File: src/hw/rtl/wlmb_pkg.sv
// ----------------------------------------------------------------------------
// wlmb_pkg
// Shared types and codes of the window local maxima binner.
// ----------------------------------------------------------------------------
package wlmb_pkg;

    localparam int SAMPLE_W = 16;

    typedef logic [SAMPLE_W-1:0] t_sample;

    // Outcome of binning one point into its cell.
    localparam logic [1:0] ST_STORED    = 2'd0;
    localparam logic [1:0] ST_FIRST_OVF = 2'd1;
    localparam logic [1:0] ST_MORE_OVF  = 2'd2;

    // Commands from the pipeline to the cell binner, acted on at the clock edge.
    typedef struct packed {
        logic lookup;   // capture the count of the cell now presented
        logic clear;    // a new field starts: every cell reads as empty
        logic commit;   // the looked-up point is delivered: update its cell
    } t_bin_ctl;

endpackage

File: src/hw/rtl/wlmb_binner.sv
// ----------------------------------------------------------------------------
// wlmb_binner
// Per-cell point counts: slot assignment and overflow reporting.
// ----------------------------------------------------------------------------
module wlmb_binner #(
    parameter int CELL_GRID_SIDE = 8,
    parameter int CELL_ROOM      = 8
) (
    input  logic                 i_clk,
    input  logic                 i_rst_n,
    input  wlmb_pkg::t_bin_ctl   i_ctl,
    input  logic [((CELL_GRID_SIDE > 1) ? $clog2(CELL_GRID_SIDE*CELL_GRID_SIDE) : 1)-1:0]
                                 i_cell_idx,
    output logic [((CELL_GRID_SIDE > 1) ? $clog2(CELL_GRID_SIDE*CELL_GRID_SIDE) : 1)-1:0]
                                 o_cell_idx,
    output logic [2:0]           o_slot,
    output logic [1:0]           o_status
);
    import wlmb_pkg::*;

    localparam int NCELL = CELL_GRID_SIDE * CELL_GRID_SIDE;
    localparam int CELLW = (CELL_GRID_SIDE > 1) ? $clog2(NCELL) : 1;
    localparam int FW    = $clog2(CELL_ROOM + 2);

    logic [FW-1:0]    r_mem [NCELL];
    logic [NCELL-1:0] r_vld;
    logic [FW-1:0]    r_rd;
    logic             r_rd_vld;
    logic [CELLW-1:0] r_cell_idx;

    logic [FW-1:0]    count;
    logic             wr_en;

    always_comb begin
        count = r_rd_vld ? r_rd : '0;
        wr_en = i_ctl.commit && (int'(count) <= CELL_ROOM);
        o_slot = 3'd0;
        if (int'(count) < CELL_ROOM) begin
            o_status = ST_STORED;
            o_slot   = 3'(count);
        end else if (int'(count) == CELL_ROOM) begin
            o_status = ST_FIRST_OVF;
        end else begin
            o_status = ST_MORE_OVF;
        end
    end

    always_ff @(posedge i_clk) begin
        if (i_ctl.lookup) begin
            r_rd       <= r_mem[i_cell_idx];
            r_rd_vld   <= r_vld[i_cell_idx];
            r_cell_idx <= i_cell_idx;
        end
        if (wr_en) begin
            r_mem[r_cell_idx] <= count + FW'(1);
        end
    end

    // A field start empties every cell; it wins over a point of the old
    // field that is committed at the same edge.
    always_ff @(posedge i_clk) begin
        if (!i_rst_n) begin
            r_vld <= '0;
        end else if (i_ctl.clear) begin
            r_vld <= '0;
        end else if (wr_en) begin
            r_vld[r_cell_idx] <= 1'b1;
        end
    end

    assign o_cell_idx = r_cell_idx;

endmodule

File: config.mk
export PLATFORM = sky130hd
export DESIGN_NAME = wlmb_binner
export DESIGN_NICKNAME = d
export VERILOG_FILES = /design/src/hw/rtl/wlmb_pkg.sv /design/src/hw/rtl/wlmb_binner.sv
export SDC_FILE = /design/constraint.sdc
export NUM_CORES = 1
export LEC_CHECK = 0
export BUFFER_PORTS_ARGS = -buffer_cell sky130_fd_sc_hd__buf_2
export CORE_MARGIN = 2
export CORE_UTILIZATION = 56
export DETAILED_ROUTE_END_ITERATION = 12
export PLACE_DENSITY = 0.72
export SLEW_MARGIN = 20
export SYNTH_ARGS = -nofsm -noshare
export SYNTH_HDL_FRONTEND = slang
export SYNTH_SLANG_ARGS = --single-unit
File: constraint.sdc
create_clock -name i_clk -period 4.3 [get_ports i_clk]
set_clock_uncertainty 0.15 [all_clocks]
set_input_delay 0.86 -clock i_clk [delete_from_list [all_inputs] [get_ports i_clk]]
set_output_delay 0.86 -clock i_clk [all_outputs]
set_load 0.005 [all_outputs]
==> out/metrics.cfg <==
[outcome]
status=finished, final reports clean

[pwr]
p_sw_share_pct=20.67
irDropWorstVdd_v=0.0004710
p_per_area_nw_per_um2=467.9
p_comb_share_pct=5.0
p_leak_nw=4.667
intPower_mw=5.346
p_sw_mw=1.393
power_mw=6.738
pwr-share-clk_pct=42.6
seqPwrFrac_pct=52.4

[yosys]
synth_top_area_share_pct=61.85
ys_top_cells_by_area=edfxtp_1 62%, mux4_2 14%, dfxtp_1 9.9%, o21a_1 3.7%, nor2_1 2.1%
synth_area_um2=12960
synth_nets=731
synth_cells=718
ys_types=38
yosys_register_bits=331
synth.largest_area_cell=edfxtp_1
ys_seq_area_share_pct=71.74
avgSynthCellArea_um2=18.05
yosysWarningCount=0

[critical_path]
end_kind=flip-flop
worst-setup-path-type=flip-flop to flip-flop
crit_path_cell_trace=nand2_1, ha_1, nand2b_1, a311oi_1, nand3b_1, nor2_1
reg2regPathDepth=6
r2r_start=r_rd_vld$_DFFE_PP_
slowest_delay_ns=0.69
cp.required_ns=4.29
critPathBufInv=0
rr_endpoint=r_mem[26][3]$_DFFE_PP_
crit_arrival_ns=3.36
worst-path-max-fanout=8
cpMaxStageDelayCell=nand3b_1
path_depth=6
worst_setup_path_start_kind=flip-flop
path_delay_family=simple AND/OR/NAND/NOR gates
r2r_slack_ns=0.92

[drt]
dr_wl_met3_um=2078
via_per_inst=6.483
drc=0
vias=6801
dr_wl_met2_um=13350
drt-pass1-iter-count=5
drt-met1-wl_um=11240
routed_wirelength_um=27630
wire_per_inst_um=26.34
postRouteAntennaNets=0
drtIter0Drc=573
maxUsedRoutingLayer=met4

[floorplanning]
rows=55
fp.coreArea_um2=22710
die_w_um=156.1
ios=22
dieHeight_um=156.1
die_area_um2=24380
start_util_pct=57.08

[cts]
cts_buffers=34
cts_max_path_buffers=3
numClockSinks=331
ctsHoldBuffers=0
postCtsResizedCells=0
cts_tree=done
clk_pin_slew_ns=0.06
clkLatencyLatePin_ns=0.50
htree_levels=2
cts_setup_buffers=0
clockRootBuffer=clkbuf_16

[timing]
hold_ws_ns=0.3100
hold_viol=0
rsz0062_at_grt=false
setup_tns_ns=0
setup_viol=0
fmax_mhz=296.2
slew_violations=0
fin_ws_ns=0.9240
worst_slew_pin_slew_ns=0.7862
period_share_pct=78.51
period_minus_slack_ns=3.376
relSlewSlack_pct=47.43

[flow_run]
drv_cap=0

[placed_design]
dpl.cell_count=987
pre_cts_ws_ns=0.7624
routabilityCongestion=0.8207
dp_hpwl_um=17320
io_buffers=21

[finish]
fin_cells=1049
drive_above_1_share_pct=21.86
multi_input_area_um2=3427
register_area_um2=9299
final_cell_mix=267 x edfxtp_1, 78 x mux4_2, 74 x nor2_1, 64 x o21a_1, 64 x dfxtp_1
final_common_cell=edfxtp_1
syn_to_final_growth_pct=11.09
n_antenna_cell=0
fill_cells=1547
final_nets=751

[global_routing]
antenna_found_initial=0
gr-usage-all-layers_pct=23.55
grt-ovfl-total=0
grt_first_pass_wirelength_um=42300
grt_max_degree=67
grt_pass1_vias=7031

[min_path]
min_from=r_vld[4]$_SDFFE_PP0P_
holdPathStages=1
min_to=r_vld[4]$_SDFFE_PP0P_
hold_path.class=flip-flop to flip-flop

## kinds of logic after synthesis
logic type      after synthesis  share of synthesized area, %
mux                         102                         15.57
fa+ha+maj                     2                        0.1930
buf+inv                      50                         2.075
simple gates                121                         4.189
compound gates              110                         6.100
flops                       331                         71.74
xor+xnor                      2                        0.1352
## stage by stage
stage	util, %	cell area [µm²]
2_1_floorplan	-	12960
3_3_place_gp	58.53	13290
3_5_place_dp	58.53	13290
4_1_cts	63.36	14390
5_1_grt	63.41	14400
6_report	63.41	14400
## synth_stat cells
cell type    n
edfxtp_1   267
mux4_2      78
nor2_1      74
dfxtp_1     64
o21a_1      64
clkbuf_1    20
mux2i_1     19
nand2_1     14
buf_2       11
o22ai_1     11
a211oi_1     7
buf_4        7
nand3b_1     7
o221ai_1     7
a21oi_1      6
nor2b_1      6
o21ai_0      6
nand3_1      5
buf_1        4
buf_6        4
mux2_2       4
inv_1        3
nand2b_1     3
nor3_1       3
o31ai_1      3
or3_1        3
or3b_2       3
a311oi_1     2
ha_1         2
or2_2        2
xnor2_1      2
a31oi_1      1
and2_1       1
buf_8        1
mux4_1       1
o211ai_1     1
o21ai_1      1
o32ai_1      1
## worst reg2reg max path, stage by stage, from the launching register on
cell      delay [ns]
edfxtp_1        0.50
nand2_1         0.18
ha_1            0.19
nand2b_1        0.08
a311oi_1        0.56
nand3b_1        0.69
nor2_1          0.66
## flip-flops by register name, indices dropped and copies added (netlist names)
signal / cells
r_rd_vld: 1
o_cell_idx: 6
r_vld: 64
r_rd: 4
r_mem: 256
## layer usage
metal  vias up  track usage [%]
met5         -                0
met2       317            37.93
met4         0            9.087
met1      3506            32.24
met3        77            4.667
li1       2901                -
## final cells by class
class	instances	area share, %
flip-flops and latches	331	64.58
repair buffers	31	1.460
clock inverters	13	0.7299
well taps	285	2.476
multi-input cells	337	23.80
inverters	3	0.07820
clock buffers	49	6.882
## power by group through the flow
stage / logic (mW) / registers, mW / clock network [mW]
after global routing: 0.364 / 3.53 / 3.02
after global placement: 0.328 / 3.60 / 0
final: 0.338 / 3.53 / 2.87
after detailed placement: 0.337 / 3.60 / 0
after floorplan: 0.233 / 3.58 / 0
after CTS: 0.337 / 3.53 / 2.90
## how the worst max path moves through the flow
stage / start / end / slack, ns
2_1_floorplan: r_rd_vld$_DFFE_PP_ / r_mem[0][2]$_DFFE_PP_ / 0.07
3_3_place_gp: i_cell_idx[0] / r_rd[1]$_DFFE_PP_ / 0.78
3_5_place_dp: i_cell_idx[1] / r_rd_vld$_DFFE_PP_ / 0.76
4_1_cts: r_rd_vld$_DFFE_PP_ / r_mem[4][1]$_DFFE_PP_ / 1.04
5_1_grt: r_rd_vld$_DFFE_PP_ / r_mem[4][1]$_DFFE_PP_ / 0.83
6_report: r_rd_vld$_DFFE_PP_ / r_mem[26][3]$_DFFE_PP_ / 0.92
Power figures use the tool's default switching activity.
